<file path="config.mk">
export PLATFORM = sky130hd
export DESIGN_NAME = counter_mode_mix_keystream_xor_flat
export DESIGN_NICKNAME = d
export VERILOG_FILES = /design/src/rtl/cmkx_pkg.sv /design/src/rtl/cmkx_req_if.sv /design/src/rtl/cmkx_rsp_if.sv /design/src/rtl/cmkx_csr_if.sv /design/src/rtl/counter_mode_mix_keystream_xor.sv /design/src/rtl/cmkx_ctrl.sv /design/src/rtl/cmkx_dpath.sv /design/src/flat_wrapper.sv
export SDC_FILE = /design/constraint.sdc
export NUM_CORES = 2
export LEC_CHECK = 0
export BUFFER_PORTS_ARGS = -buffer_cell sky130_fd_sc_hd__buf_2
export CAP_MARGIN = 30
export CORE_MARGIN = 4
export CORE_UTILIZATION = 55
export DETAILED_ROUTE_END_ITERATION = 12
export HOLD_SLACK_MARGIN = 0.03
export PLACE_DENSITY = 0.77
export SYNTH_ARGS = -nofsm -noshare
export SYNTH_HDL_FRONTEND = slang
export SYNTH_HIERARCHICAL = 1
export SYNTH_SLANG_ARGS = --single-unit
</file>
<file path="constraint.sdc">
create_clock -name clock -period 12.2 [get_ports clock]
set_input_delay 1.83 -clock clock [delete_from_list [all_inputs] [get_ports clock]]
set_output_delay 1.83 -clock clock [all_outputs]
set_load 0.005 [all_outputs]
</file>
<file path="src/rtl/cmkx_pkg.sv">
`timescale 1ns / 1ps

package cmkx_pkg;

   localparam int DATA_W  = 8;
   localparam int POS_W   = 32;
   localparam int WORD_W  = 64;
   localparam int HALF_W  = 32;
   localparam int LANE_W  = 3;
   localparam int GROUP_W = POS_W - LANE_W;
   localparam int CSR_IDX_W = 2;
   localparam int STEP_W  = 4;

   localparam logic [WORD_W-1:0] GOLDEN_MUL = 64'h9e3779b97f4a7c15;
   localparam logic [WORD_W-1:0] DOMAIN_MUL = 64'hd6e8feb86659fd93;
   localparam logic [WORD_W-1:0] FIN_MUL_A  = 64'hbf58476d1ce4e5b9;
   localparam logic [WORD_W-1:0] FIN_MUL_B  = 64'h94d049bb133111eb;

   // register indexes
   localparam logic [CSR_IDX_W-1:0] CSR_ROOT_KEY   = 2'd0;
   localparam logic [CSR_IDX_W-1:0] CSR_OBJECT_ID  = 2'd1;
   localparam logic [CSR_IDX_W-1:0] CSR_DOMAIN_TAG = 2'd2;

   // multiply sequence steps
   localparam logic [STEP_W-1:0] STEP_OID_LO = 4'd0;
   localparam logic [STEP_W-1:0] STEP_OID_HI = 4'd1;
   localparam logic [STEP_W-1:0] STEP_TAG_LO = 4'd2;
   localparam logic [STEP_W-1:0] STEP_TAG_HI = 4'd3;
   localparam logic [STEP_W-1:0] STEP_A_LL   = 4'd4;
   localparam logic [STEP_W-1:0] STEP_A_LH   = 4'd5;
   localparam logic [STEP_W-1:0] STEP_A_HL   = 4'd6;
   localparam logic [STEP_W-1:0] STEP_B_LL   = 4'd7;
   localparam logic [STEP_W-1:0] STEP_B_LH   = 4'd8;
   localparam logic [STEP_W-1:0] STEP_B_HL   = 4'd9;

   typedef enum logic [2:0] {
      ST_IDLE,
      ST_LOOKUP,
      ST_MUL,
      ST_ACC,
      ST_EMIT
   } state_type;

   typedef struct packed {
      logic              accept;
      logic              load_v;
      logic              mul;
      logic              acc;
      logic              emit;
      logic [STEP_W-1:0] step;
   } dp_cmd_type;

   typedef struct packed {
      logic hit;
      logic base_valid;
      logic out_free;
   } dp_status_type;

   function automatic logic [WORD_W-1:0] xor_shr(input logic [WORD_W-1:0] v, input int sh);
      return v ^ (v >> sh);
   endfunction

endpackage

</file>
<file path="src/rtl/cmkx_req_if.sv">
`timescale 1ns / 1ps

interface cmkx_req_if;
   logic                            valid;
   logic                            ready;
   logic [cmkx_pkg::DATA_W-1:0]     data_byte;
   logic                            first_byte;
   logic                            last_byte;

   modport source (output valid, output data_byte, output first_byte, output last_byte,
                   input ready);
   modport sink (input valid, input data_byte, input first_byte, input last_byte,
                 output ready);
endinterface

</file>
<file path="src/rtl/cmkx_rsp_if.sv">
`timescale 1ns / 1ps

interface cmkx_rsp_if;
   logic                            valid;
   logic                            ready;
   logic [cmkx_pkg::DATA_W-1:0]     out_byte;
   logic                            out_last;

   modport source (output valid, output out_byte, output out_last, input ready);
   modport sink (input valid, input out_byte, input out_last, output ready);
endinterface

</file>
<file path="src/rtl/cmkx_csr_if.sv">
`timescale 1ns / 1ps

interface cmkx_csr_if;
   logic                              valid;
   logic                              ready;
   logic [cmkx_pkg::CSR_IDX_W-1:0]    index;
   logic [cmkx_pkg::WORD_W-1:0]       wdata;

   modport source (output valid, output index, output wdata, input ready);
   modport sink (input valid, input index, input wdata, output ready);
endinterface

</file>
<file path="src/rtl/counter_mode_mix_keystream_xor.sv">
`timescale 1ns / 1ps
// flow: an accepted beat is looked up; when the key word of its group is cached it goes
//   to emit, else the finalizer steps run from the cached base word, or all steps run
// throughput: one beat at a time; a new group takes six passes through the shared 32x32
//   multiplier once the base word is cached; emit waits while the output holds a result
// a finished result waits in the output register while the next beat is accepted
// reset: synchronous active high; position, key registers and valid flags clear to zero

module counter_mode_mix_keystream_xor (
   input logic      clock,
   input logic      reset,
   cmkx_req_if.sink   req_bus,
   cmkx_rsp_if.source rsp_bus,
   cmkx_csr_if.sink   csr_bus
);
   import cmkx_pkg::*;

   dp_cmd_type    cmd;
   dp_status_type status;

   // register writes are always taken
   assign csr_bus.ready = 1'b1;

   // sequencer: lookup, multiply/accumulate steps, emit
   cmkx_ctrl u_ctrl (
      .clock     (clock),
      .reset     (reset),
      .req_valid (req_bus.valid),
      .req_ready (req_bus.ready),
      .status    (status),
      .cmd       (cmd)
   );

   // registers, key word cache, shared multiplier and output register
   cmkx_dpath u_dpath (
      .clock          (clock),
      .reset          (reset),
      .cmd            (cmd),
      .status         (status),
      .req_data_byte  (req_bus.data_byte),
      .req_first_byte (req_bus.first_byte),
      .req_last_byte  (req_bus.last_byte),
      .csr_we         (csr_bus.valid),
      .csr_index      (csr_bus.index),
      .csr_wdata      (csr_bus.wdata),
      .rsp_valid      (rsp_bus.valid),
      .rsp_ready      (rsp_bus.ready),
      .rsp_out_byte   (rsp_bus.out_byte),
      .rsp_out_last   (rsp_bus.out_last)
   );

endmodule

</file>
<file path="src/rtl/cmkx_ctrl.sv">
`timescale 1ns / 1ps

module cmkx_ctrl (
   input  logic                      clock,
   input  logic                      reset,
   input  logic                      req_valid,
   output logic                      req_ready,
   input  cmkx_pkg::dp_status_type   status,
   output cmkx_pkg::dp_cmd_type      cmd
);
   import cmkx_pkg::*;

   state_type         state_ff, state_in;
   logic [STEP_W-1:0] step_ff, step_in;

   always_ff @(posedge clock) begin
      if (reset) begin
         state_ff <= ST_IDLE;
         step_ff  <= STEP_OID_LO;
      end else begin
         state_ff <= state_in;
         step_ff  <= step_in;
      end
   end

   // next state
   always_comb begin
      state_in = state_ff;
      step_in  = step_ff;
      case (state_ff)
         ST_IDLE: begin
            if (req_valid) state_in = ST_LOOKUP;
         end
         ST_LOOKUP: begin
            if (status.hit) begin
               state_in = ST_EMIT;
            end else begin
               state_in = ST_MUL;
               step_in  = status.base_valid ? STEP_A_LL : STEP_OID_LO;
            end
         end
         ST_MUL: state_in = ST_ACC;
         ST_ACC: begin
            if (step_ff == STEP_B_HL) begin
               state_in = ST_EMIT;
            end else begin
               state_in = ST_MUL;
               step_in  = step_ff + 1'b1;
            end
         end
         ST_EMIT: begin
            if (status.out_free) state_in = ST_IDLE;
         end
         default: state_in = ST_IDLE;
      endcase
   end

   // outputs
   always_comb begin
      req_ready  = 1'b0;
      cmd        = '0;
      cmd.step   = step_ff;
      case (state_ff)
         ST_IDLE: begin
            req_ready  = 1'b1;
            cmd.accept = req_valid;
         end
         ST_LOOKUP: cmd.load_v = !status.hit && status.base_valid;
         ST_MUL:    cmd.mul = 1'b1;
         ST_ACC:    cmd.acc = 1'b1;
         ST_EMIT:   cmd.emit = status.out_free;
         default:   cmd = '0;
      endcase
   end

endmodule

</file>
<file path="src/rtl/cmkx_dpath.sv">
`timescale 1ns / 1ps

module cmkx_dpath (
   input  logic                             clock,
   input  logic                             reset,
   input  cmkx_pkg::dp_cmd_type             cmd,
   output cmkx_pkg::dp_status_type          status,
   input  logic [cmkx_pkg::DATA_W-1:0]      req_data_byte,
   input  logic                             req_first_byte,
   input  logic                             req_last_byte,
   input  logic                             csr_we,
   input  logic [cmkx_pkg::CSR_IDX_W-1:0]   csr_index,
   input  logic [cmkx_pkg::WORD_W-1:0]      csr_wdata,
   output logic                             rsp_valid,
   input  logic                             rsp_ready,
   output logic [cmkx_pkg::DATA_W-1:0]      rsp_out_byte,
   output logic                             rsp_out_last
);
   import cmkx_pkg::*;

   logic [WORD_W-1:0]  root_key_ff;
   logic [HALF_W-1:0]  object_id_ff;
   logic [HALF_W-1:0]  domain_tag_ff;
   logic [POS_W-1:0]   pos_ff;
   logic [POS_W-1:0]   cur_pos_ff;
   logic [DATA_W-1:0]  data_ff;
   logic               last_ff;
   logic [WORD_W-1:0]  base_ff;
   logic               base_valid_ff;
   logic [WORD_W-1:0]  v_ff;
   logic [WORD_W-1:0]  acc_ff;
   logic [WORD_W-1:0]  prod_ff;
   logic [WORD_W-1:0]  word_ff;
   logic [GROUP_W-1:0] word_group_ff;
   logic               word_valid_ff;
   logic               rsp_valid_ff;
   logic [DATA_W-1:0]  out_byte_ff;
   logic               out_last_ff;

   logic [POS_W-1:0]   start_pos;
   logic [WORD_W-1:0]  group_word;
   logic [HALF_W-1:0]  op_a, op_b;
   logic [WORD_W-1:0]  prod_in;
   logic [WORD_W-1:0]  sum;
   logic [WORD_W-1:0]  base_next;
   logic [DATA_W-1:0]  ks_byte;

   assign start_pos  = req_first_byte ? '0 : pos_ff;
   assign group_word = {{(WORD_W-GROUP_W){1'b0}}, cur_pos_ff[POS_W-1:LANE_W]};
   assign sum        = acc_ff + {prod_ff[HALF_W-1:0], {HALF_W{1'b0}}};
   assign base_next  = base_ff ^ sum;
   assign ks_byte    = word_ff[{cur_pos_ff[LANE_W-1:0], 3'b000} +: DATA_W];

   assign status.hit        = word_valid_ff && (word_group_ff == cur_pos_ff[POS_W-1:LANE_W]);
   assign status.base_valid = base_valid_ff;
   assign status.out_free   = !rsp_valid_ff || rsp_ready;

   assign rsp_valid    = rsp_valid_ff;
   assign rsp_out_byte = out_byte_ff;
   assign rsp_out_last = out_last_ff;

   // operand selection for the shared 32x32 multiplier
   always_comb begin
      case (cmd.step)
         STEP_OID_LO: begin op_a = object_id_ff;          op_b = GOLDEN_MUL[31:0];  end
         STEP_OID_HI: begin op_a = object_id_ff;          op_b = GOLDEN_MUL[63:32]; end
         STEP_TAG_LO: begin op_a = domain_tag_ff;         op_b = DOMAIN_MUL[31:0];  end
         STEP_TAG_HI: begin op_a = domain_tag_ff;         op_b = DOMAIN_MUL[63:32]; end
         STEP_A_LL:   begin op_a = v_ff[HALF_W-1:0];      op_b = FIN_MUL_A[31:0];   end
         STEP_A_LH:   begin op_a = v_ff[HALF_W-1:0];      op_b = FIN_MUL_A[63:32];  end
         STEP_A_HL:   begin op_a = v_ff[WORD_W-1:HALF_W]; op_b = FIN_MUL_A[31:0];   end
         STEP_B_LL:   begin op_a = v_ff[HALF_W-1:0];      op_b = FIN_MUL_B[31:0];   end
         STEP_B_LH:   begin op_a = v_ff[HALF_W-1:0];      op_b = FIN_MUL_B[63:32];  end
         STEP_B_HL:   begin op_a = v_ff[WORD_W-1:HALF_W]; op_b = FIN_MUL_B[31:0];   end
         default:     begin op_a = '0;                    op_b = '0;                end
      endcase
   end

   assign prod_in = {{HALF_W{1'b0}}, op_a} * {{HALF_W{1'b0}}, op_b};

   // control state
   always_ff @(posedge clock) begin
      if (reset) begin
         root_key_ff   <= '0;
         object_id_ff  <= '0;
         domain_tag_ff <= '0;
         pos_ff        <= '0;
         cur_pos_ff    <= '0;
         base_valid_ff <= 1'b0;
         word_valid_ff <= 1'b0;
         rsp_valid_ff  <= 1'b0;
      end else begin
         if (csr_we) begin
            case (csr_index)
               CSR_ROOT_KEY:   root_key_ff   <= csr_wdata;
               CSR_OBJECT_ID:  object_id_ff  <= csr_wdata[HALF_W-1:0];
               CSR_DOMAIN_TAG: domain_tag_ff <= csr_wdata[HALF_W-1:0];
               default:        root_key_ff   <= root_key_ff;
            endcase
            base_valid_ff <= 1'b0;
            word_valid_ff <= 1'b0;
         end
         if (cmd.accept) begin
            cur_pos_ff <= start_pos;
            pos_ff     <= start_pos + 1'b1;
         end
         if (cmd.acc && cmd.step == STEP_TAG_HI) base_valid_ff <= 1'b1;
         if (cmd.acc && cmd.step == STEP_B_HL)   word_valid_ff <= 1'b1;
         if (cmd.emit)           rsp_valid_ff <= 1'b1;
         else if (rsp_ready)     rsp_valid_ff <= 1'b0;
      end
   end

   // payload
   always_ff @(posedge clock) begin
      if (cmd.accept) begin
         data_ff <= req_data_byte;
         last_ff <= req_last_byte;
      end
      if (cmd.mul) prod_ff <= prod_in;
      if (cmd.load_v) v_ff <= xor_shr(base_ff ^ group_word, 30);
      if (cmd.acc) begin
         case (cmd.step)
            STEP_OID_LO, STEP_TAG_LO, STEP_A_LL, STEP_B_LL: acc_ff <= prod_ff;
            STEP_A_LH, STEP_B_LH: acc_ff <= sum;
            STEP_OID_HI: base_ff <= root_key_ff ^ sum;
            STEP_TAG_HI: begin
               base_ff <= base_next;
               v_ff    <= xor_shr(base_next ^ group_word, 30);
            end
            STEP_A_HL: v_ff <= xor_shr(sum, 27);
            STEP_B_HL: begin
               word_ff       <= xor_shr(sum, 31);
               word_group_ff <= cur_pos_ff[POS_W-1:LANE_W];
            end
            default: acc_ff <= acc_ff;
         endcase
      end
      if (cmd.emit) begin
         out_byte_ff <= data_ff ^ ks_byte;
         out_last_ff <= last_ff;
      end
   end

   // a result beat always uses the key word of its own group
   a_emit_group: assert property (@(posedge clock) disable iff (reset)
      cmd.emit |-> word_valid_ff && word_group_ff == cur_pos_ff[POS_W-1:LANE_W])
      else $error("emit with stale key word");

   // finalizer steps never start from an unbuilt base word
   a_mix_base: assert property (@(posedge clock) disable iff (reset)
      (cmd.mul && cmd.step >= STEP_A_LL) |-> base_valid_ff)
      else $error("mix step without base word");

   // register write drops every cached word
   a_csr_flush: assert property (@(posedge clock) disable iff (reset)
      csr_we |=> !word_valid_ff && !base_valid_ff)
      else $error("cache survived register write");

   // position advances by one per accepted beat
   a_pos_step: assert property (@(posedge clock) disable iff (reset)
      cmd.accept |=> pos_ff == cur_pos_ff + 1'b1)
      else $error("position did not advance");

endmodule

</file>
<file path="src/flat_wrapper.sv">
// flat-port wrapper written by rule: the top's interface ports become plain ports
module counter_mode_mix_keystream_xor_flat import cmkx_pkg::*;
  (clock, reset, req_bus_valid, req_bus_data_byte, req_bus_first_byte, req_bus_last_byte, req_bus_ready, rsp_bus_valid, rsp_bus_out_byte, rsp_bus_out_last, rsp_bus_ready, csr_bus_valid, csr_bus_index, csr_bus_wdata, csr_bus_ready);
  cmkx_req_if req_bus_i ();
  cmkx_rsp_if rsp_bus_i ();
  cmkx_csr_if csr_bus_i ();
  input logic clock;
  input logic reset;
  input wire logic [$bits(req_bus_i.valid)-1:0] req_bus_valid;
  input wire logic [$bits(req_bus_i.data_byte)-1:0] req_bus_data_byte;
  input wire logic [$bits(req_bus_i.first_byte)-1:0] req_bus_first_byte;
  input wire logic [$bits(req_bus_i.last_byte)-1:0] req_bus_last_byte;
  output wire logic [$bits(req_bus_i.ready)-1:0] req_bus_ready;
  output wire logic [$bits(rsp_bus_i.valid)-1:0] rsp_bus_valid;
  output wire logic [$bits(rsp_bus_i.out_byte)-1:0] rsp_bus_out_byte;
  output wire logic [$bits(rsp_bus_i.out_last)-1:0] rsp_bus_out_last;
  input wire logic [$bits(rsp_bus_i.ready)-1:0] rsp_bus_ready;
  input wire logic [$bits(csr_bus_i.valid)-1:0] csr_bus_valid;
  input wire logic [$bits(csr_bus_i.index)-1:0] csr_bus_index;
  input wire logic [$bits(csr_bus_i.wdata)-1:0] csr_bus_wdata;
  output wire logic [$bits(csr_bus_i.ready)-1:0] csr_bus_ready;
  assign req_bus_i.valid = req_bus_valid;
  assign req_bus_i.data_byte = req_bus_data_byte;
  assign req_bus_i.first_byte = req_bus_first_byte;
  assign req_bus_i.last_byte = req_bus_last_byte;
  assign req_bus_ready = req_bus_i.ready;
  assign rsp_bus_valid = rsp_bus_i.valid;
  assign rsp_bus_out_byte = rsp_bus_i.out_byte;
  assign rsp_bus_out_last = rsp_bus_i.out_last;
  assign rsp_bus_i.ready = rsp_bus_ready;
  assign csr_bus_i.valid = csr_bus_valid;
  assign csr_bus_i.index = csr_bus_index;
  assign csr_bus_i.wdata = csr_bus_wdata;
  assign csr_bus_ready = csr_bus_i.ready;
  counter_mode_mix_keystream_xor u_core (.clock(clock), .reset(reset), .req_bus(req_bus_i), .rsp_bus(rsp_bus_i), .csr_bus(csr_bus_i));
endmodule
</file>
Word level (Yosys, flattened, before mapping)
Index checks and enable logic that the tools add are counted.
{ "totals": {"regBits": 569, "in_bits": 81, "out_inout_bits": 12, "word_cells": 117} }
{ "op_classes": {"addsub": 3, "mul": 1, "eq_ne": 21, "shifts": 1, "muxes": 29, "n_bitwise": 9, "reduce_logical": 33} }
{ "op_table": {"columns": ["operator", "count"], "rows": [
  ["$pmux W64 S2", 3],
  ["$pmux W32 S8", 1],
  ["$mux W64", 2],
  ["$pmux W32 S4", 1],
  ["$xor A64 B29 Y64", 2],
  ["$xor A64 B34 Y64", 2],
  ["$xor A64 B64 Y64", 2],
  ["$add A64 B64 Y64", 1],
  ["$mul A32 B32 Y64", 1],
  ["$shiftx A64 B7 Y8", 1],
  ["$xor A64 B33 Y64", 1],
  ["$xor A64 B37 Y64", 1],
  ["$add A32 B1 Y32 const B", 1],
  ["$mux W32", 1],
  ["$eq A29 B29 Y1", 1],
  ["$eq A4 B3 Y1 const B", 4],
  ["$mux W3", 5],
  ["$pmux W3 S5", 1],
  ["$reduce_and A2 Y1", 7],
  ["$eq A4 B4 Y1 const B", 3],
  ["$mux W4", 3],
  ["$reduce_bool A2 Y1", 6],
  ["$reduce_or A2 Y1", 6],
  ["$mux W1", 11],
  ["20 further kinds", 30]
]} }

Depth between registers and ports, before layout
{ "logic_depth": {"word_depth": 8, "depth_mapped": 39, "mapped_depth_nobuf": 36} }

Hierarchy
Netlist, hierarchy kept.
{ "by_module_without_submodules": {"columns": ["module", "n_inst", "cells_each", "area_per_inst_um2", "seq_area_each_um2"], "rows": [
  ["cmkx_dpath", 1, 6135, 58549.9, 14283.7],
  ["cmkx_ctrl", 1, 56, 476.7, 140.1],
  ["counter_mode_mix_keystream_xor", 1, 2, 11.3, 0.0]
]} }

Worst setup path after synthesis
Ideal clock, no wire load.
{ "synth_path": {"path_type": "flip-flop to flip-flop", "start": "reg u_core.u_ctrl.state_ff[1]", "end": "reg u_core.u_dpath.prod_ff[62] (data pin)", "arrival_time_ps": 9264, "t_required_ps": 11936, "setup_slack_ps": 2672, "path_stages_with_launch": 34, "n_path_buf": 5, "cell_sequence": "dfxtp_1 > clkbuf_1 > o21ai_0 > and2_1 > clkbuf_1 > nand2b_1 > o21ai_1 > clkbuf_1 > clkbuf_1 > a221oi_1 > nor2_1 > fa_1 > fa_1 > inv_1 > fa_1 > fa_1 > inv_1 > fa_1 > inv_1 > fa_1 > fa_1 > fa_1 > inv_1 > ha_1 > clkbuf_1 > and3_1 > nand3_1 > o31ai_1 > a311oi_1 > o21bai_1 > nand3_1 > a2111oi_0 > a2111oi_2 > xnor2_1"} }
{ "synth_rtl": {"columns": ["item", "line_no", "text"], "rows": [
  ["start: declaration", "cmkx_ctrl.sv:13", "state_type state_ff, state_in;"],
  ["start signal: assignment", "cmkx_ctrl.sv:21", "state_ff <= state_in;"],
  ["end signal: assignment", "cmkx_dpath.sv:120", "if (cmd.mul) prod_ff <= prod_in;"],
  ["end: declaration", "cmkx_dpath.sv:32", "logic [WORD_W-1:0] prod_ff;"]
]} }

==> flow_summary.rst <==
.. list-table::
   :header-rows: 1

   * - Metric
     - Value
   * - Run status
     - finished clean
   * - Normalized max-slew margin
     - 26.5%
   * - Maximum fanout encountered on the critical timing path
     - 28
   * - Hold/Removal Path Class
     - flip-flop to flip-flop
   * - Die outline width
     - 336 um
   * - Per-instance average area after synthesis
     - 9.53 sq um
   * - Crit path time final
     - 11.53 ns
   * - Largest incremental delay on the critical path
     - 0.78 ns
   * - Final worst path period share
     - 94.5%
   * - Combined global-route utilization of all metal layers
     - 38.0%
   * - Site Rows
     - 119
   * - I/O pin count
     - 93
   * - Count of final hold-check violations
     - 0
   * - DRT iter0 DRCs
     - 6058
   * - Power Density
     - 104 mW/mm^2
   * - Hold EP
     - u_core/u_dpath/rsp_out_last
   * - Synth Warn #
     - 6
   * - Number of global-route vias before repair
     - 48300
   * - Peak clock frequency supported by timing
     - 86.8 MHz
   * - Ratio of routed vias to standard cells
     - 6.24
   * - Quantity of gates resized following cts
     - 0
   * - Core region area
     - 0.106 sq mm
   * - Fraction of layout cells with a size suffix above 1
     - 8.15%
   * - Initial Utilization
     - 55.8%
   * - H-tree depth
     - 2
   * - FFs w/ async S/R, synth
     - 0%
   * - Synthesized instance count
     - 6193
   * - CTS Root Buffer Type
     - sky130_fd_sc_hd__clkbuf_16
   * - Post-route setup TNS
     - 0 ns
   * - Top sig layer
     - met5
   * - Final setup skew
     - 0.0442 ns
   * - Wire length on met1
     - 76.2 mm
   * - Initial DRT Pass Iterations
     - 8
   * - Gp weighted congestion
     - 1.08
   * - Top library cells by usage in the layout, fill and taps aside
     - sky130_fd_sc_hd__nand2_1 (942), sky130_fd_sc_hd__fa_1 (897), sky130_fd_sc_hd__inv_1 (855), sky130_fd_sc_hd__nor2_1 (645), sky130_fd_sc_hd__edfxtp_1 (303)
   * - Critical Path Start Type
     - flip-flop
   * - Vertical die dimension
     - 336 um
   * - Logic depth of the worst register-to-register path
     - 30
   * - Clock transition at the registers of the reported paths
     - 0.06 ns
   * - DPL Wire Length
     - 167 mm
   * - Maximum number of pins on one net before global-route repair
     - 112
   * - First-pass GRT wire length
     - 314 mm
   * - Antenna violation net count after detailed routing
     - 0
   * - Transition time at the pin with the least slew margin
     - 1.10 ns
   * - Post-synth top area share
     - 30.4%
   * - Yosys cell types
     - 93
   * - Average wire length per cell after detail routing
     - 27.9 um
   * - Post-CTS Setup Repair Bufs
     - 0
   * - Final number of setup-violating endpoints
     - 0
   * - Main synth FF type
     - sky130_fd_sc_hd__edfxtp_1
   * - Max-cap check violation count
     - 0
   * - Quantity of hold-fixing buffers added after cts
     - 0
   * - Worst path required time
     - 12.57 ns
   * - Leading cell type in the layout, fill and taps excluded
     - sky130_fd_sc_hd__nand2_1
   * - Critical path arrival
     - 11.90 ns
   * - Most used cell along the critical path
     - sky130_fd_sc_hd__fa_1
   * - Total wire length
     - 213 mm
   * - Worst r2r src
     - u_core/u_ctrl/state_ff[1]
   * - Count of vias placed by the detailed router
     - 47700
   * - Cell types with the largest area share after synthesis
     - sky130_fd_sc_hd__fa_1 (30%), sky130_fd_sc_hd__edfxtp_1 (15%), sky130_fd_sc_hd__dfxtp_1 (9.0%), sky130_fd_sc_hd__ha_1 (6.3%), sky130_fd_sc_hd__nand2_1 (6.0%)
   * - TritonCTS clock tree
     - done
   * - Crit path capture type
     - flip-flop
   * - Clock buffer count from CTS
     - 58
   * - Flop-to-flop setup slack
     - 0.67 ns
   * - Syn Nets
     - 7468
   * - Maximum vdd drop
     - 0.118 mV
   * - Number of enable flip-flop cells after synthesis
     - 303
   * - RSZ-0062 raised after global routing
     - no
   * - Portion of the post-synthesis area used by sequential elements
     - 24.4%
   * - IO buf count
     - 91
   * - Critical path class
     - flip-flop to flip-flop
   * - Area growth syn-to-layout
     - 8.22%
   * - Number of sinks handled by clock tree synthesis
     - 569
   * - Library cell with the largest summed area after synthesis
     - sky130_fd_sc_hd__fa_1
   * - Instance count along the most critical hold path
     - 0
   * - Total gr overflow
     - 0
   * - Cell Area, Synth
     - 0.0590 sq mm
   * - Detailed route wirelength on metal3
     - 31.4 mm
   * - Worst Min Path Start
     - u_core/u_dpath/last_ff
   * - Antenna violations before repair
     - 14
   * - Post-route DRC
     - 0
   * - Total met2 wirelength after detailed routing
     - 89.2 mm
   * - Static power due to leakage
     - 28.0 nW
   * - Reg-to-Reg End
     - u_core/u_dpath/prod_ff[56]
   * - Clock latency of the later-clocked register in the worst-skew pair
     - 0.65 ns
   * - Area of the die
     - 0.113 sq mm
   * - Worst hold slack
     - 0.427 ns
   * - Critical-path top delay cell
     - sky130_fd_sc_hd__o21ai_4
   * - Post-layout net count
     - 7467
   * - #FFs+latches synth
     - 569
   * - Maximum clock path buffer count
     - 3
   * - Final Max Slew Viols
     - 0
## worst max-delay path by stage
stage                         startpoint                         end  slack, ns
2_1_floorplan  u_core/u_ctrl/state_ff[1]  u_core/u_dpath/prod_ff[62]       2.67
3_3_place_gp   u_core/u_ctrl/state_ff[1]  u_core/u_dpath/prod_ff[60]       1.14
3_5_place_dp   u_core/u_ctrl/state_ff[1]  u_core/u_dpath/prod_ff[56]       0.89
4_1_cts        u_core/u_ctrl/state_ff[1]  u_core/u_dpath/prod_ff[56]       0.88
5_1_grt        u_core/u_ctrl/state_ff[1]  u_core/u_dpath/prod_ff[56]       0.28
6_report       u_core/u_ctrl/state_ff[1]  u_core/u_dpath/prod_ff[56]       0.67
## sequential cells by signal, summed over array words and instances (netlist names)
register and cells:
u_core/u_dpath/acc_ff 64, u_core/u_dpath/prod_ff 64, u_core/u_dpath/rsp_out_last 1, u_core/u_dpath/pos_ff 32
u_core/u_dpath/root_key_ff 64, u_core/u_dpath/last_ff 1, u_core/u_dpath/object_id_ff 32, u_core/u_dpath/word_ff 64
u_core/u_dpath/rsp_valid 1, u_core/u_dpath/base_ff 64, u_core/u_dpath/v_ff 64, u_core/u_dpath/word_valid_ff 1
u_core/u_dpath/base_valid_ff 1, u_core/u_dpath/domain_tag_ff 32, u_core/u_ctrl/state_ff 3, u_core/u_ctrl/step_ff 4
u_core/u_dpath/rsp_out_byte 8, u_core/u_dpath/cur_pos_ff 32, u_core/u_dpath/data_ff 8, u_core/u_dpath/word_group_ff 29
## worst max-delay path: cells and delay by family (launching register included)
family | cells | cell delay, ns
buf+inv | 5 | 0.89
fa+ha+maj | 9 | 4.51
flops | 1 | 0.60
compound gates | 7 | 3.08
simple gates | 9 | 2.17
## synthesized netlist by cell type, types with 112 or more instances
cell type                    n
sky130_fd_sc_hd__a21oi_1   298
sky130_fd_sc_hd__clkbuf_1  293
sky130_fd_sc_hd__nand2_1   942
sky130_fd_sc_hd__mux2i_1   126
sky130_fd_sc_hd__fa_1      897
sky130_fd_sc_hd__xor2_1    112
sky130_fd_sc_hd__ha_1      297
sky130_fd_sc_hd__inv_1     856
sky130_fd_sc_hd__dfxtp_1   266
sky130_fd_sc_hd__xnor2_1   269
sky130_fd_sc_hd__edfxtp_1  303
sky130_fd_sc_hd__nor2_1    649
## cell families after synthesis
group,count (synthesis),synth area share (%)
xor+xnor,395,6.04
compound gates,787,8.67
fa+ha+maj,1194,36.7
flops,569,24.4
buf+inv,1183,7.55
other cells,1,0.00635
simple gates,1894,13.3
mux,170,3.28
## area by class of cell
type	count	area (sq um)
diodes	12	30.0
clock buffers	79	1680
clock inverters	31	364
fillers	8747	42000
inverters	858	3220
multi-input cells	4441	40500
flip-flops and latches	569	14400
well taps	1391	1740
repair buffers	264	1910
## power breakdown
| part | switching (mW) | internal [mW] | leakage, nW |
|---|---|---|---|
| sequential | 0.0589 | 2.15 | 4.85 |
| clock | 0.787 | 1.10 | 0.996 |
| combinational | 1.66 | 0.905 | 22.2 |
| total | 2.51 | 4.15 | 28.0 |
## stage by stage
step           instances  instance area, sq um  total power, mW  worst slack [ns]  util, %
6_report            7645                 63900             6.66             0.673     60.4
5_1_grt             7633                 63900             6.92             0.276     60.3
4_1_cts             7628                 63700             6.60             0.883     60.2
3_5_place_dp        7518                 61700             4.72             0.894     58.3
3_3_place_gp        7509                 61600             4.69              1.14     58.2
2_1_floorplan       6193                 59000             3.82              2.67        -
## layer usage
metal	vias up	GRT usage, %
met1	23700	49.3
li1	19700	-
met4	6	22.3
met2	3401	55.3
met5	-	0
met3	839	13.4
Power figures use the tool's default switching activity.
